==> config.mk <==
export PLATFORM = sky130hd
export DESIGN_NAME = scanline_pixel_compositor
export DESIGN_NICKNAME = d
export VERILOG_FILES = /design/src/sv/spc_pkg.sv /design/src/sv/spc_ram.sv /design/src/sv/scanline_pixel_compositor.sv
export SDC_FILE = /design/constraint.sdc
export NUM_CORES = 1
export LEC_CHECK = 0
export CAP_MARGIN = 25
export CORE_ASPECT_RATIO = 0.6
export CORE_MARGIN = 2
export CORE_UTILIZATION = 68
export DETAILED_ROUTE_END_ITERATION = 12
export DONT_BUFFER_PORTS = 1
export PLACE_DENSITY = 0.91
export SYNTH_ARGS = -nofsm -noshare
export SYNTH_HDL_FRONTEND = slang
export SYNTH_HIERARCHICAL = 1
export SYNTH_SLANG_ARGS = --single-unit
==> constraint.sdc <==
create_clock -name clock -period 15.95 [get_ports clock]
set_input_delay 2.3925 -clock clock [delete_from_list [all_inputs] [get_ports clock]]
set_output_delay 2.3925 -clock clock [all_outputs]
set_load 0.05 [all_outputs]
==> src/sv/spc_pkg.sv <==
`timescale 1ns / 1ps
// Shared constants, codes and types for the scanline pixel compositor.
// Depends on nothing; imported by the top level and the testbench.
package spc_pkg;

   // Frame geometry and color RAM size
   localparam int FRAME_WIDTH   = 320;
   localparam int COLOR_ENTRIES = 64;
   localparam int COLOR_AW      = $clog2(COLOR_ENTRIES);
   localparam int COLOR_W       = 9;

   localparam int WIDE_COLUMNS   = 320;
   localparam int NARROW_COLUMNS = 256;
   localparam int WIDE_OFFSET    = (FRAME_WIDTH - WIDE_COLUMNS) / 2;
   localparam int NARROW_OFFSET  = (FRAME_WIDTH - NARROW_COLUMNS) / 2;

   localparam int TALL_LINES  = 240;
   localparam int SHORT_LINES = 224;

   // Request and response payload widths
   localparam int REQ_TDATA_W = 72;
   localparam int RSP_TDATA_W = 24;

   // Configuration port
   localparam int CSR_AW = 5;
   localparam int CSR_DW = 32;

   typedef enum logic [2:0] {
      CSR_BACKDROP_INDEX    = 3'd0,
      CSR_WIDE_MODE         = 3'd1,
      CSR_TALL_MODE         = 3'd2,
      CSR_SHADOW_HIGHLIGHT  = 3'd3,
      CSR_DISPLAY_BLANK     = 3'd4,
      CSR_PLANES_ON         = 3'd5,
      CSR_WINDOW_VERTICAL   = 3'd6,
      CSR_WINDOW_HORIZONTAL = 3'd7
   } csr_index_type;

   // Request kinds carried on tuser
   localparam logic CMD_WRITE = 1'b0;
   localparam logic CMD_PIXEL = 1'b1;

   // Layer byte bits
   localparam int PRI_BIT = 7;
   localparam int HI_BIT  = 6;
   localparam logic [7:0] PRI_MASK = 8'h80;
   localparam logic [7:0] HI_MASK  = 8'h40;
   localparam logic [7:0] IDX_MASK = 8'h3F;

   // Sprite color codes with special meaning under shadow/highlight
   localparam logic [5:0] SPR_FORCE_NORMAL_0 = 6'h0E;
   localparam logic [5:0] SPR_FORCE_NORMAL_1 = 6'h1E;
   localparam logic [5:0] SPR_FORCE_NORMAL_2 = 6'h2E;
   localparam logic [5:0] SPR_HIGHLIGHT      = 6'h3E;
   localparam logic [5:0] SPR_SHADOW         = 6'h3F;

   // Pixel carried from the mix stage to the color stage
   typedef struct packed {
      logic       blank;
      logic       shi;
      logic [7:0] pix;
   } pix_info_type;

   // Widen a 3-bit channel to 8 bits by bit replication
   function automatic logic [7:0] widen3(input logic [2:0] c);
      return {c, c, c[2:1]};
   endfunction

endpackage

==> src/sv/spc_ram.sv <==
`timescale 1ns / 1ps
// Generic single-write, single-read synchronous RAM with registered read data.
// Depends on nothing.
module spc_ram #(
   parameter int WIDTH = 8,
   parameter int DEPTH = 64
) (
   input  logic                     clock,
   input  logic                     wr_en,
   input  logic [$clog2(DEPTH)-1:0] wr_addr,
   input  logic [WIDTH-1:0]         wr_data,
   input  logic                     rd_en,
   input  logic [$clog2(DEPTH)-1:0] rd_addr,
   output logic [WIDTH-1:0]         rd_data
);

   logic [WIDTH-1:0] mem_ff [DEPTH];
   logic [WIDTH-1:0] rd_data_ff;

   always_ff @(posedge clock) begin
      if (wr_en) begin
         mem_ff[wr_addr] <= wr_data;
      end
      if (rd_en) begin
         rd_data_ff <= mem_ff[rd_addr];
      end
   end

   assign rd_data = rd_data_ff;

endmodule

==> src/sv/scanline_pixel_compositor.sv <==
`timescale 1ns / 1ps
// Top level of the scanline pixel compositor: layer mix, color lookup, output.
// Depends on spc_pkg and spc_ram.

// The compositor takes one request per clock, back to back, unless it stalls:
// a write request stores a 9-bit color into the 64-entry color RAM, a pixel
// request mixes background plane B, plane A or the window plane, and the
// sprite layer for one column and returns one RGB888 response (none for
// lines below the visible height). A pixel request's response reaches rsp_tdata
// through the color RAM's registered read and then the output register. The
// color RAM reads as all zero after reset through per-entry valid bits, so there
// is no clearing pass and requests are taken right after reset. Requests are
// answered strictly in order; when the response side stalls, the block keeps
// taking requests until the mix stage and the output register are both full.
// Configuration registers sit on an APB-style port at byte address 4*i and
// are meant to be written only while no pixel request is in flight.
module scanline_pixel_compositor (
   input  logic                             clock,
   input  logic                             reset,
   // request channel
   input  logic                             req_tvalid,
   output logic                             req_tready,
   // tdata from bit 0: color_slot[5:0], color_word[17:6], line[25:18],
   // column[34:26], plane_b_pixel[42:35], plane_a_pixel[50:43],
   // window_pixel[58:51], sprite_pixel[66:59], zero fill[71:67]
   input  logic [spc_pkg::REQ_TDATA_W-1:0] req_tdata,
   // tuser from bit 0: command (0 color write, 1 pixel)
   input  logic                             req_tuser,
   // response channel
   output logic                             rsp_tvalid,
   input  logic                             rsp_tready,
   // tdata from bit 0: red[7:0], green[15:8], blue[23:16]
   output logic [spc_pkg::RSP_TDATA_W-1:0] rsp_tdata,
   // configuration port
   input  logic                             csr_psel,
   input  logic                             csr_penable,
   input  logic                             csr_pwrite,
   input  logic [spc_pkg::CSR_AW-1:0]      csr_paddr,
   input  logic [spc_pkg::CSR_DW-1:0]      csr_pwdata,
   output logic [spc_pkg::CSR_DW-1:0]      csr_prdata,
   output logic                             csr_pready
);

   import spc_pkg::*;

   // ------------------------------------------------------------------
   // Configuration registers
   // ------------------------------------------------------------------
   logic [5:0] backdrop_ff,  backdrop_in;
   logic       wide_ff,      wide_in;
   logic       tall_ff,      tall_in;
   logic       shi_ff,       shi_in;
   logic       blank_ff,     blank_in;
   logic       planes_ff,    planes_in;
   logic [7:0] win_vert_ff,  win_vert_in;
   logic [7:0] win_horz_ff,  win_horz_in;

   logic          csr_write;
   csr_index_type csr_index;

   assign csr_pready = 1'b1;
   assign csr_write  = csr_psel & csr_penable & csr_pwrite & csr_pready;
   assign csr_index  = csr_index_type'(csr_paddr[CSR_AW-1:2]);

   // Decode the write
   always_comb begin
      backdrop_in = backdrop_ff;
      wide_in     = wide_ff;
      tall_in     = tall_ff;
      shi_in      = shi_ff;
      blank_in    = blank_ff;
      planes_in   = planes_ff;
      win_vert_in = win_vert_ff;
      win_horz_in = win_horz_ff;
      if (csr_write) begin
         unique case (csr_index)
            CSR_BACKDROP_INDEX:    backdrop_in = csr_pwdata[5:0];
            CSR_WIDE_MODE:         wide_in     = csr_pwdata[0];
            CSR_TALL_MODE:         tall_in     = csr_pwdata[0];
            CSR_SHADOW_HIGHLIGHT:  shi_in      = csr_pwdata[0];
            CSR_DISPLAY_BLANK:     blank_in    = csr_pwdata[0];
            CSR_PLANES_ON:         planes_in   = csr_pwdata[0];
            CSR_WINDOW_VERTICAL:   win_vert_in = csr_pwdata[7:0];
            CSR_WINDOW_HORIZONTAL: win_horz_in = csr_pwdata[7:0];
            default:               backdrop_in = backdrop_ff;
         endcase
      end
   end

   // Read back the addressed register
   always_comb begin
      csr_prdata = '0;
      unique case (csr_index)
         CSR_BACKDROP_INDEX:    csr_prdata = CSR_DW'(backdrop_ff);
         CSR_WIDE_MODE:         csr_prdata = CSR_DW'(wide_ff);
         CSR_TALL_MODE:         csr_prdata = CSR_DW'(tall_ff);
         CSR_SHADOW_HIGHLIGHT:  csr_prdata = CSR_DW'(shi_ff);
         CSR_DISPLAY_BLANK:     csr_prdata = CSR_DW'(blank_ff);
         CSR_PLANES_ON:         csr_prdata = CSR_DW'(planes_ff);
         CSR_WINDOW_VERTICAL:   csr_prdata = CSR_DW'(win_vert_ff);
         CSR_WINDOW_HORIZONTAL: csr_prdata = CSR_DW'(win_horz_ff);
         default:               csr_prdata = '0;
      endcase
   end

   always_ff @(posedge clock) begin
      if (reset) begin
         backdrop_ff <= '0;
         wide_ff     <= 1'b0;
         tall_ff     <= 1'b0;
         shi_ff      <= 1'b0;
         blank_ff    <= 1'b0;
         planes_ff   <= 1'b0;
         win_vert_ff <= '0;
         win_horz_ff <= '0;
      end else begin
         backdrop_ff <= backdrop_in;
         wide_ff     <= wide_in;
         tall_ff     <= tall_in;
         shi_ff      <= shi_in;
         blank_ff    <= blank_in;
         planes_ff   <= planes_in;
         win_vert_ff <= win_vert_in;
         win_horz_ff <= win_horz_in;
      end
   end

   // ------------------------------------------------------------------
   // Request fields
   // ------------------------------------------------------------------
   logic [5:0]  color_slot;
   logic [11:0] color_word;
   logic [7:0]  line;
   logic [8:0]  column;
   logic [7:0]  pb, pa, pw, ps;

   // Drop bit 6 of every layer byte: it carries no meaning
   assign color_slot = req_tdata[5:0];
   assign color_word = req_tdata[17:6];
   assign line       = req_tdata[25:18];
   assign column     = req_tdata[34:26];
   assign pb         = req_tdata[42:35] & ~HI_MASK;
   assign pa         = req_tdata[50:43] & ~HI_MASK;
   assign pw         = req_tdata[58:51] & ~HI_MASK;
   assign ps         = req_tdata[66:59] & ~HI_MASK;

   // ------------------------------------------------------------------
   // Handshake and pipeline control
   // ------------------------------------------------------------------
   logic         s1_vld_ff, s1_vld_in;
   pix_info_type s1_info_ff, s1_info_in;
   logic         s1_hit_ff, s1_hit_in;
   logic         rsp_vld_ff, rsp_vld_in;
   logic [RSP_TDATA_W-1:0] rsp_data_ff, rsp_data_in;

   logic out_free;
   logic req_fire;
   logic is_pixel;
   logic visible;
   logic s1_load;
   logic ram_wr;

   // The output register frees when empty or taken; the mix stage then moves.
   assign out_free   = ~rsp_vld_ff | rsp_tready;
   assign req_tready = ~s1_vld_ff | out_free;
   assign req_fire   = req_tvalid & req_tready;
   assign is_pixel   = (req_tuser == CMD_PIXEL);
   assign visible    = {1'b0, line} < (tall_ff ? 9'(TALL_LINES) : 9'(SHORT_LINES));
   assign s1_load    = req_fire & is_pixel & visible;
   assign ram_wr     = req_fire & ~is_pixel;

   // ------------------------------------------------------------------
   // Mix stage: active area, window test and layer priority
   // ------------------------------------------------------------------
   logic signed [10:0] x_pos;
   logic [8:0]         x9;
   logic [8:0]         width;
   logic               active;
   logic               win_hit;
   logic [7:0]         aw;
   logic [7:0]         back;
   logic [7:0]         tile;
   logic [7:0]         mixed;
   logic [5:0]         spr_code;

   assign width = wide_ff ? 9'(WIDE_COLUMNS) : 9'(NARROW_COLUMNS);
   assign x_pos = $signed({2'b00, column})
                - (wide_ff ? 11'(WIDE_OFFSET) : 11'(NARROW_OFFSET));
   assign x9    = x_pos[8:0];

   assign active = ({1'b0, column} < 10'(FRAME_WIDTH)) && !x_pos[10]
                 && (x_pos < $signed({2'b00, width})) && planes_ff;

   // Window region: rows past or before the vertical mark, columns likewise
   always_comb begin
      logic [7:0] vb;
      logic [8:0] hb;
      logic       v_hit;
      logic       h_hit;
      vb    = {win_vert_ff[4:0], 3'b000};
      hb    = {win_horz_ff[4:0], 4'b0000};
      v_hit = win_vert_ff[7] ? (line >= vb) : (line < vb);
      h_hit = win_horz_ff[7] ? (x9 >= hb) : (x9 < hb);
      win_hit = v_hit | h_hit;
   end

   assign aw       = win_hit ? pw : pa;
   assign back     = {2'b00, backdrop_ff};
   assign spr_code = ps[5:0];

   always_comb begin
      tile = back;
      if (pb[3:0] != 4'd0) begin
         tile = pb;
      end
      if ((aw[3:0] != 4'd0) && (tile[PRI_BIT] <= aw[PRI_BIT])) begin
         tile = aw;
      end
      if ((ps[3:0] != 4'd0) && (tile[PRI_BIT] <= ps[PRI_BIT])) begin
         mixed = ps;
         if (shi_ff) begin
            case (spr_code)
               SPR_FORCE_NORMAL_0,
               SPR_FORCE_NORMAL_1,
               SPR_FORCE_NORMAL_2: mixed = ps | PRI_MASK;
               SPR_HIGHLIGHT:      mixed = tile | HI_MASK;
               SPR_SHADOW:         mixed = tile & IDX_MASK;
               default:            mixed = ps;
            endcase
         end
      end else begin
         // Under shadow/highlight a priority tile on either plane keeps normal
         mixed = shi_ff ? (tile | ((pb | aw) & PRI_MASK)) : tile;
      end
   end

   // ------------------------------------------------------------------
   // Color RAM with per-entry valid bits standing in for the reset clear
   // ------------------------------------------------------------------
   logic [COLOR_ENTRIES-1:0] valid_ff, valid_in;
   logic [COLOR_AW-1:0]      rd_addr;
   logic [COLOR_W-1:0]       ram_wr_data;
   logic [COLOR_W-1:0]       ram_rd_data;

   assign ram_wr_data = {color_word[11:9], color_word[7:5], color_word[3:1]};

   always_comb begin
      s1_info_in.blank = blank_ff;
      s1_info_in.shi   = shi_ff;
      s1_info_in.pix   = active ? mixed : back;
   end

   assign rd_addr = s1_info_in.pix[COLOR_AW-1:0];

   spc_ram #(
      .WIDTH (COLOR_W),
      .DEPTH (COLOR_ENTRIES)
   ) u_color_ram (
      .clock   (clock),
      .wr_en   (ram_wr),
      .wr_addr (color_slot),
      .wr_data (ram_wr_data),
      .rd_en   (s1_load),
      .rd_addr (rd_addr),
      .rd_data (ram_rd_data)
   );

   always_comb begin
      valid_in = valid_ff;
      if (ram_wr) begin
         valid_in[color_slot] = 1'b1;
      end
   end

   // Capture the entry's valid bit alongside the read
   assign s1_hit_in = s1_load ? valid_ff[rd_addr] : s1_hit_ff;

   always_comb begin
      if (req_fire) begin
         s1_vld_in = s1_load;
      end else if (out_free) begin
         s1_vld_in = 1'b0;
      end else begin
         s1_vld_in = s1_vld_ff;
      end
   end

   // ------------------------------------------------------------------
   // Color stage: widen channels, apply shadow or highlight, blank
   // ------------------------------------------------------------------
   logic [COLOR_W-1:0] rgb;
   logic [7:0]         red, green, blue;

   always_comb begin
      rgb   = s1_hit_ff ? ram_rd_data : '0;
      red   = widen3(rgb[2:0]);
      green = widen3(rgb[5:3]);
      blue  = widen3(rgb[8:6]);
      if (s1_info_ff.shi) begin
         if (s1_info_ff.pix[HI_BIT]) begin
            red   = {1'b1, red[7:1]};
            green = {1'b1, green[7:1]};
            blue  = {1'b1, blue[7:1]};
         end else if (!s1_info_ff.pix[PRI_BIT]) begin
            red   = {1'b0, red[7:1]};
            green = {1'b0, green[7:1]};
            blue  = {1'b0, blue[7:1]};
         end
      end
      if (s1_info_ff.blank) begin
         red   = '0;
         green = '0;
         blue  = '0;
      end
   end

   always_comb begin
      rsp_vld_in  = rsp_vld_ff;
      rsp_data_in = rsp_data_ff;
      if (out_free) begin
         rsp_vld_in  = s1_vld_ff;
         rsp_data_in = {blue, green, red};
      end
   end

   always_ff @(posedge clock) begin
      if (reset) begin
         s1_vld_ff  <= 1'b0;
         rsp_vld_ff <= 1'b0;
         valid_ff   <= '0;
      end else begin
         s1_vld_ff  <= s1_vld_in;
         rsp_vld_ff <= rsp_vld_in;
         valid_ff   <= valid_in;
      end
   end

   // Payload registers: no reset
   always_ff @(posedge clock) begin
      if (s1_load) begin
         s1_info_ff <= s1_info_in;
      end
      s1_hit_ff   <= s1_hit_in;
      rsp_data_ff <= rsp_data_in;
   end

   assign rsp_tvalid = rsp_vld_ff;
   assign rsp_tdata  = rsp_data_ff;

   // ------------------------------------------------------------------
   // Checks
   // ------------------------------------------------------------------
`ifndef SYNTHESIS
   // A color write marks its entry valid for all later reads
   a_write_marks_valid: assert property (@(posedge clock) disable iff (reset)
      ram_wr |=> valid_ff[$past(color_slot)])
      else $error("color write did not mark its entry valid");

   // A stalled mix stage must hold off new requests so the RAM output holds
   a_stall_blocks_req: assert property (@(posedge clock) disable iff (reset)
      (s1_vld_ff && !out_free) |-> !req_tready)
      else $error("request taken while mix stage stalled");

   // A blanked pixel leaves as black
   a_blank_black: assert property (@(posedge clock) disable iff (reset)
      (s1_vld_ff && out_free && s1_info_ff.blank) |=> (rsp_tdata == '0))
      else $error("blanked pixel not black");

   // A pixel in the mix stage reaches the output register when it frees
   a_stage_moves: assert property (@(posedge clock) disable iff (reset)
      (s1_vld_ff && out_free) |=> rsp_tvalid)
      else $error("mix stage result lost");

   // Nothing is presented straight out of reset
   a_reset_empty: assert property (@(posedge clock)
      reset |=> !rsp_tvalid)
      else $error("response valid after reset");
`endif

endmodule

Yosys cells after proc, flatten, opt, wreduce, memory -nomap -nowiden

Memories as Yosys holds them, arrays and structs flattened. A register that Yosys moved wholly into a read port is not among the register bits.
Cells that the tools add are included.
Widths: inputs -> output; s select.

Muxes and demuxes: 32
Reduce and logical (&&, ||, !) cells: 21
Equality and inequality tests: 12
Add/subtract/negate cells: 1
Bitwise logic cells: 15
$lt $le $gt $ge: 12

Operators with widths:

| operator           | number |
|---|---|
| $pmux 32 s8        | 1 |
| $mux 8             | 15 |
| $or 64x64->64      | 1 |
| $pmux 8 s3         | 1 |
| $eq 6x6->1 const B | 3 |
| $lt 8x8->1         | 2 |
| $or 8x8->8         | 2 |
| $reduce_and 2->1   | 8 |
| $lt 6x7->1 const B | 2 |
| $eq 3x3->1 const B | 4 |
| $mux 6             | 2 |
| $reduce_bool 4->1  | 3 |
| $lt 10x10->1       | 1 |
| $sub 9x6->10       | 1 |
| $ge 9x9->1         | 1 |
| $lt 9x9->1         | 1 |
| $lt 9x9->1 const B | 1 |
| $mux 9             | 1 |
| $ge 8x8->1         | 1 |
| $mux 1             | 8 |
| $mux 7             | 1 |
| $and 1x1->1        | 6 |
| $bmux 1 s6         | 1 |
| $demux 1 s6        | 1 |
| 14 further kinds   | 25 |

Bits in writable memories: 576
Logic and storage cells: 110
Register bits: 122
Output and inout port bits: 59
Input bits: 117
Memories: 1

Memories:

| name               | words | bits a word | read ports | clocked after Yosys merged registers in | write ports | RTL line      | text |
|---|---|---|---|---|---|---|---|
| u_color_ram.mem_ff | 64    | 9           | 1          | 1                                       | 1           | spc_ram.sv:17 | `logic [WIDTH-1:0] mem_ff [DEPTH];` |

Depth between registers and ports, before layout

Gate-level depths: netlist of the first run.

Word-level depth: 15
Depth in mapped cells: 24
Depth with buffers taken out: 19

Hierarchy

Netlist of the first run, hierarchy kept.

By module, submodules not included:

| module                    | area each (um2) | cells an instance | times used | sequential area each (um2) |
|---|---|---|---|---|
| spc_ram                   | 22684.3         | 1020              | 1          | 17566.8 |
| scanline_pixel_compositor | 6118.4          | 711               | 1          | 2372.3 |

Worst setup path before layout of the first run

Ideal clock, no wire load.

Kind: in2reg
Start point: input req_tdata[31] (netlist name)
End point: register u_color_ram.rd_data_ff[2], in the netlist u_color_ram/rd_data[2], read port of u_color_ram.mem_ff, data pin
Library setup time: 0.261 ns
Path buffers: 5
Slack: 8.693 ns
Required time: 15.689 ns
Stages on the path: 22
Arrival time: 6.996 ns
Cell sequence: inv_1 -> ha_1 -> ha_1 -> xor2_1 -> ha_1 -> and4_1 -> nor2b_1 -> nor3_1 -> or3_1 -> buf_4 -> a311oi_4 -> o21ai_4 -> and3_1 -> a21oi_4 -> buf_6 -> buf_2 -> buf_2 -> clkbuf_1 -> mux4_2 -> a22oi_1 -> nand2_1 -> a221o_1

Cells in the longest elaborated chain, start to end: 12
Elaborated cells between the ends (all ways): 24
Those cells by class: 1 x add/sub; 6 x order compare; 8 x mux; 2 x bitwise; 7 x reduce/logical

Ends and longest elaborated chain:

| item                                            | RTL line                         | text |
|---|---|---|
| start, declared                                 | scanline_pixel_compositor.sv:26  | `input logic [spc_pkg::REQ_TDATA_W-1:0] req_tdata,` |
| $sub 9x6->10                                    | scanline_pixel_compositor.sv:188 | `- (wide_ff ? 11'(WIDE_OFFSET) : 11'(NARROW_OFFSET));` |
| $lt 9x9->1 or $ge 9x9->1 (tied branches)        | scanline_pixel_compositor.sv:203 | `h_hit = win_horz_ff[7] ? (x9 >= hb) : (x9 < hb);` |
| $mux 1                                          | scanline_pixel_compositor.sv:203 |  |
| $or 1x1->1                                      | scanline_pixel_compositor.sv:204 | `win_hit = v_hit \| h_hit;` |
| $mux 8                                          | scanline_pixel_compositor.sv:207 | `assign aw = win_hit ? pw : pa;` |
| $reduce_bool 4->1 or $le 1x1->1 (tied branches) | scanline_pixel_compositor.sv:216 | `if ((aw[3:0] != 4'd0) && (tile[PRI_BIT] <= aw[PRI_BIT])) begin` |
| $logic_and 1x1->1                               | scanline_pixel_compositor.sv:216 |  |
| $mux 8                                          | scanline_pixel_compositor.sv:216 |  |
| $pmux 8 s3 (tied with other cells)              | scanline_pixel_compositor.sv:222 | `case (spr_code)` |
| $mux 8 (tied with other cells)                  | scanline_pixel_compositor.sv:221 | `if (shi_ff) begin` |
| $mux 8                                          | scanline_pixel_compositor.sv:219 | `if ((ps[3:0] != 4'd0) && (tile[PRI_BIT] <= ps[PRI_BIT])) begin` |
| $mux 6 *                                        | scanline_pixel_compositor.sv:250 | `s1_info_in.pix = active ? mixed : back;` |
| named net rd_addr[1]                            | scanline_pixel_compositor.sv:241 | `logic [COLOR_AW-1:0] rd_addr;` |
| end, declared                                   | spc_ram.sv:18                    | `logic [WIDTH-1:0] rd_data_ff;` |

The timed path passes the listed nets; every way through them passes the cells marked *.
A chain may end at the register's enable or synchronous reset.

Worst setup path in the final report of the first run

Start point: input req_tdata[31] (netlist name)
End point: register u_color_ram.rd_data_ff[5], in the netlist u_color_ram/rd_data[5], read port of u_color_ram.mem_ff, data pin

Cells in the longest elaborated chain, start to end: 12
Elaborated cells between the ends (all ways): 24
Those cells by class: 1 x add/sub; 6 x order compare; 8 x mux; 2 x bitwise; 7 x reduce/logical

Ends and longest elaborated chain:

| item                                            | RTL line |
|---|---|
| $sub 9x6->10                                    | scanline_pixel_compositor.sv:188 |
| $lt 9x9->1 or $ge 9x9->1 (tied branches)        | scanline_pixel_compositor.sv:203 |
| $mux 1                                          | scanline_pixel_compositor.sv:203 |
| $or 1x1->1                                      | scanline_pixel_compositor.sv:204 |
| $mux 8                                          | scanline_pixel_compositor.sv:207 |
| $reduce_bool 4->1 or $le 1x1->1 (tied branches) | scanline_pixel_compositor.sv:216 |
| $logic_and 1x1->1                               | scanline_pixel_compositor.sv:216 |
| $mux 8                                          | scanline_pixel_compositor.sv:216 |
| $pmux 8 s3 (tied with other cells)              | scanline_pixel_compositor.sv:222 |
| $mux 8 (tied with other cells)                  | scanline_pixel_compositor.sv:221 |
| $mux 8                                          | scanline_pixel_compositor.sv:219 |
| $mux 6 *                                        | scanline_pixel_compositor.sv:250 |

Mark *: on every way between the ends. The rest lies on a longest branch, timed or not.

==> results of run 1 <==
metal layers:
layer / vias up / GRT usage (%) / part of all wire (%)
met5: - / 0.9868 / 0.098
met4: 4 / 12.17 / 3.9
met3: 262 / 8.380 / 14
met2: 1510 / 47.42 / 45
met1: 8477 / 46.52 / 37
li1: 6734 / - / -
sequential cells by signal, summed over array words and instances (netlist names), 4 cells and up:
register	flops
win_vert_ff	8
backdrop_ff	6
rsp_tdata	12
valid_ff	64
u_color_ram/rd_data	9
win_horz_ff	8
u_color_ram/mem_ff	576
s1_info_ff	4
area by class of cell:
cell class	count	area [sq um]	area share (%)
sequential	695	19940	64.41
multi-input combinational	911	8103	26.18
clock buffer	85	1638	5.291
tap	570	713.2	2.304
timing repair buffer	31	244.0	0.7882
clock inverter	21	216.5	0.6992
inverter	27	102.6	0.3314
power groups by stage:
stage / logic, mW / clock network (mW) / registers (mW)
CTS: 0.0918 / 1.41 / 1.99
global route: 0.100 / 1.48 / 1.99
finish: 0.0951 / 1.40 / 1.99
global placement: 0.0873 / 0 / 2.03
floorplan: 0.0880 / 0 / 2.03
detailed placement: 0.0907 / 0 / 2.03
cell usage after synthesis (11+ instances only):
cell type | number | area, sq um
a21oi_1 | 84 | 420.4
a22oi_1 | 19 | 142.6
buf_2 | 14 | 70.07
buf_4 | 47 | 352.8
clkbuf_1 | 41 | 153.9
dfxtp_1 | 93 | 1862
edfxtp_1 | 602 | 18080
ha_1 | 12 | 150.1
inv_1 | 26 | 97.59
mux2i_1 | 108 | 1081
mux4_2 | 143 | 3221
nand2_1 | 67 | 251.5
nand2b_1 | 13 | 81.33
nand3_1 | 19 | 95.09
nor2_1 | 201 | 754.5
nor2b_1 | 19 | 118.9
nor3_1 | 21 | 105.1
o211ai_1 | 13 | 97.59
o21ai_0 | 14 | 70.07
o22ai_1 | 11 | 68.82
worst max-delay path, stage by stage:
cell and delay, ns:
inv_1 0.03, ha_1 0.20, ha_1 0.21, xor2_1 0.17
ha_1 0.29, and4_1 0.22, nor2b_1 0.18, nor3_1 0.11
or3_1 0.59, a311oi_4 0.45, o21ai_4 0.15, o211ai_4 0.20
buf_4 0.59, buf_12 0.59, buf_4 0.71, mux4_2 0.59
a2111oi_0 0.75, a2111oi_0 0.27, a221o_1 0.32
worst paths after layout:
| check | from | cells after the start | slack (ns) | to |
|---|---|---|---|---|
| max | req_tdata[31] | 19 | 7.21 | u_color_ram/rd_data[5] |
| min | valid_ff[54] | 2 | 0.47 | valid_ff[54] |
| max reg2reg | wide_ff | 19 | 8.44 | u_color_ram/rd_data[5] |
| min reg2reg | valid_ff[54] | 2 | 0.47 | valid_ff[54] |
logic make-up after synthesis:
kind of cell    count (synthesis)  synth area share (%)
other cells                     2               0.02607
fa+ha+maj                      12                0.5213
flops                         695                 69.23
xor+xnor                        2               0.06083
buf+inv                       148                 2.963
compound gates                211                 4.957
simple gates                  391                 6.151
mux                           270                 16.09
stage by stage:
step           instance area, sq um  instances
2_1_floorplan                 28890       1754
3_3_place_gp                  29020       2223
3_5_place_dp                  29020       2223
4_1_cts                       30870       2329
5_1_grt                       30960       2340
6_report                      30960       2340
==> qor.txt, run 1 <==
Outcome = finished clean
Layout cell share with drive strength beyond 1 = 15.82%
Clock skew = 0.03220 ns
Setup crit end kind = flip-flop
Hold/Removal Path Class = reg2reg
Vias in the first global route = 16430
Final Power = 3.489 mW
Drt drc = 0
Clk buf depth = 3
Final Util = 74.06%
Antenna-violating nets left = 0
Synthesized area = 28800 sq um
Int Power = 2.786 mW
CTS sink count = 695
Diode count = 0
Via count = 16990
Avg Inst Size Synth = 16.64 sq um
Worst EP arrival = 9.08 ns
Period minus WS final = 8.737 ns
Area Growth Syn to Fin = 7.476%
Detailed Route Iter0 Violations = 2582
Grt ovf = 0
Port Buffers = 0
Total of max-cap violations = 0
Max-slew violations = 0
Most frequent cells in the layout = 602 x edfxtp_1, 201 x nor2_1, 143 x mux4_2, 108 x mux2i_1, 93 x dfxtp_1
Number of distinct library cells after synthesis = 77
Crit path launch type = input pin
Die height = 163.4 um
Row cnt = 58
Hold Slack = 0.4700 ns
Initial antenna violation count = 1
Via density = 7.259
Worst EP required = 16.30 ns
Core Footprint = 41800 sq um
Final period utilization = 54.78%
Final WS setup = 7.213 ns
Crit Path Category = in2reg
Least-Margin Pin Slew = 1.178 ns
Resize count post-CTS = 0
Place WS = 6.566 ns
Max-slew headroom = 20.84%
Logic pwr share = 2.7%
Dpl hpwl = 42750 um
Synth Register Bits = 695
Sequential share of the synthesized area = 69.23%
Worst-Skew Late Latency = 0.62 ns
WL/cell = 30.10 um
Die X = 269.7 um
Leak Pwr = 9.566 nW
FFs w/ async S/R, synth = 0%
Die area = 44070 sq um
RSZ-0062 raised after global routing = false
Cell area power density = 112.7 nW/um^2
First drt pass iteration count = 7
FILL cells = 2242
Largest net degree at the start of global routing = 98
Clock power frac = 40.1%
Top FF cell, synth = edfxtp_1
CTS tree = yes
CP Max Fanout = 97
Hold Vio Cnt, Final = 0
VDD IR max = 0.1028 mV
CTS root buf = clkbuf_16
# IOs = 176
Net Switching = 0.7030 mW
Peak Freq = 114.5 MHz
First-pass GRT wire length = 103200 um
Total CTS buffers = 57
Post-CTS Hold Buffers = 0
Post-CTS setup buffer count = 0
H-tree depth = 2
Fin nets = 1852
Final setup violation count = 0
Post-synth EDFFs = 602
Global placement routability congestion = 0.9211
Starting Density = 68.91%
Reg power frac = 57.1%
Setup TNS = 0 ns
Reg clk slew, reported paths = 0.07 ns
Drt total wl = 70430 um
GRT Total Usage = 31.99%
Gate Count Post-Synth = 1731
Commonest non-fill, non-tap cell in the layout = edfxtp_1
Syn. warnings = 6
Switch share = 20.15%
No activity file was read; power rests on OpenSTA's default activity.
==> inputs of run 2 (changes only) <==
CORE_UTILIZATION = 57   (was 68)
PLACE_DENSITY = 0.82   (was 0.91)
clock period = 8 ns   (was 15.95 ns; I/O delays follow)
==> qor.txt, run 2 (same netlist as run 1, synthesis figures left out) <==
Outcome = finished clean
Resize count post-CTS = 0
First-pass GRT wire length = 100700 um
Placed Cells = 2309
Crit path launch type = input pin
Clk buf depth = 3
Crit Path Category = in2reg
FILL cells = 3328
Largest net degree at the start of global routing = 94
Total CTS buffers = 56
Met2 usage = 37.62%
Worst hold start = blank_ff
Worst reg2reg path startpoint = wide_ff
Dpl hpwl = 43590 um
Antenna-violating nets left = 0
Final period utilization = 82.48%
# IOs = 176
Hold Path Sink = s1_info_ff[9]
Commonest non-fill, non-tap cell in the layout = edfxtp_1
Die area = 52400 sq um
Final Power = 6.822 mW
RSZ-0062 raised after global routing = false
Reg clk slew, reported paths = 0.06 ns
Die height = 178.1 um
GRT Total Usage = 26.20%
Worst-Skew Late Latency = 0.61 ns
VDD IR max = 0.1768 mV
Layout cell share with drive strength beyond 1 = 15.72%
CTS tree = yes
Area Growth Syn to Fin = 7.802%
Finished Layout Cells = 2426
Drt total wl = 68020 um
Least-Margin Pin Slew = 1.112 ns
Leak Pwr = 9.558 nW
CTS root buf = clkbuf_16
Port Buffers = 0
Reg2reg end = u_color_ram/rd_data[8]
Grt ovf = 0
Starting Density = 58.00%
Final setup violation count = 0
Peak Freq = 151.5 MHz
First drt pass iteration count = 9
Via density = 6.754
Max-slew violations = 0
Row cnt = 63
WL/cell = 28.04 um
Hold Vio Cnt, Final = 0
Total of max-cap violations = 0
Clock skew = 0.01419 ns
Hold/Removal Path Class = reg2reg
Period minus WS final = 6.599 ns
Reg2Reg Setup Slack = 1.41 ns
Fin nets = 1859
Vias in the first global route = 15930
GRT Max-Usage Layer = met1
Max-slew headroom = 25.29%
Most frequent cells in the layout = 602 x edfxtp_1, 201 x nor2_1, 143 x mux4_2, 108 x mux2i_1, 93 x dfxtp_1
Setup TNS = 0 ns
H-tree depth = 2
Largest register FFs = 576
Drt drc = 0
Die X = 294.2 um
Detailed Route Iter0 Violations = 2626
Register Area = 19940 sq um
Largest Register = u_color_ram/mem_ff
Multi-input gate area = 8108 sq um
Grt met3 use = 6.479%
Via count = 16390
Worst EP arrival = 6.95 ns
Global placement routability congestion = 0.9288
Hold-critical path depth = 0
CP Max Fanout = 50
Setup crit end kind = flip-flop
Worst EP required = 8.35 ns
R2R cell count = 19
CTS sink count = 695
Grt met1 use = 40.53%
Post-CTS setup buffer count = 0
Cell area power density = 219.7 nW/um^2
Core Footprint = 49660 sq um
Initial antenna violation count = 2
Post-CTS Hold Buffers = 0
## run 2: changes by cell type in the layout (fill, tap and decap cells not counted), moves of 3 or more
| cell | before | now |
|---|---|---|
| buf_12 | 1 | 4 |
| buf_4 | 26 | 30 |
| clkbuf_1 | 15 | 10 |
| clkbuf_2 | 5 | 0 |
| clkbuf_8 | 8 | 1 |
| clkinv_1 | 8 | 19 |
| clkinv_2 | 6 | 9 |
| inv_6 | 0 | 3 |
## run 2: worst max-delay path: stages
cell	delay (ns)
inv_1	0.03
ha_1	0.20
ha_1	0.21
xor2_1	0.16
ha_1	0.29
and4_1	0.21
nor2b_1	0.19
nor3_1	0.11
or3_1	0.61
a311oi_4	0.44
o21ai_4	0.15
o211ai_4	0.55
buf_12	0.43
mux4_1	0.63
nor2b_1	0.15
a211oi_1	0.59
a2111oi_0	0.18
dlymetal6s2s_1	0.24
a221o_1	0.29
## run 2: worst max-delay path by stage
stage / to / startpoint / slack (ns) / cells past startpoint
floorplan: u_color_ram/rd_data[2] / req_tdata[31] / 1.94 / 22
global placement: u_color_ram/rd_data[8] / req_tdata[31] / 1.15 / 18
detailed placement: u_color_ram/rd_data[8] / req_tdata[31] / 1.05 / 18
CTS: u_color_ram/rd_data[8] / req_tdata[31] / 1.62 / 17
global route: u_color_ram/rd_data[8] / wide_ff / 1.15 / 19
finish: u_color_ram/rd_data[8] / req_tdata[31] / 1.40 / 19
## run 2: stage by stage
step / instance area (sq um) / util [%] / hold WS, ns / setup slack (ns)
detailed placement: 29210 / 58.82 / 0.4416 / 1.054
finish: 31050 / 62.52 / 0.4579 / 1.401
floorplan: 28890 / - / 0.4217 / 1.936
global placement: 29210 / 58.82 / 0.4413 / 1.152
CTS: 30930 / 62.29 / 0.4616 / 1.618
global route: 31050 / 62.52 / 0.4822 / 1.146
## run 2: metal layers
metal  share of wire (%)  wire length [um]
met5               0.026                18
met4                 2.0              1329
met3                  13              8821
met2                  44             30140
met1                  41             27700
## run 2: where the power goes
group          leakage, nW  internal [mW]  total [mW]  switching (mW)
clock network        0.840           1.42        2.66            1.24
registers             6.20           3.95        3.97          0.0242
logic                 2.52         0.0589       0.187           0.129
total                 9.56           5.42        6.82            1.40
## run 2: layout make-up
| type | instances | area share (%) |
|---|---|---|
| Sequential cell | 695 | 64.22 |
| Multi-Input combinational cell | 911 | 26.11 |
| Clock buffer | 66 | 4.634 |
| Tap cell | 650 | 2.619 |
| Timing Repair Buffer | 39 | 1.157 |
| Clock inverter | 37 | 0.9228 |
| Inverter | 27 | 0.3304 |
| Antenna cell | 1 | 0.008059 |
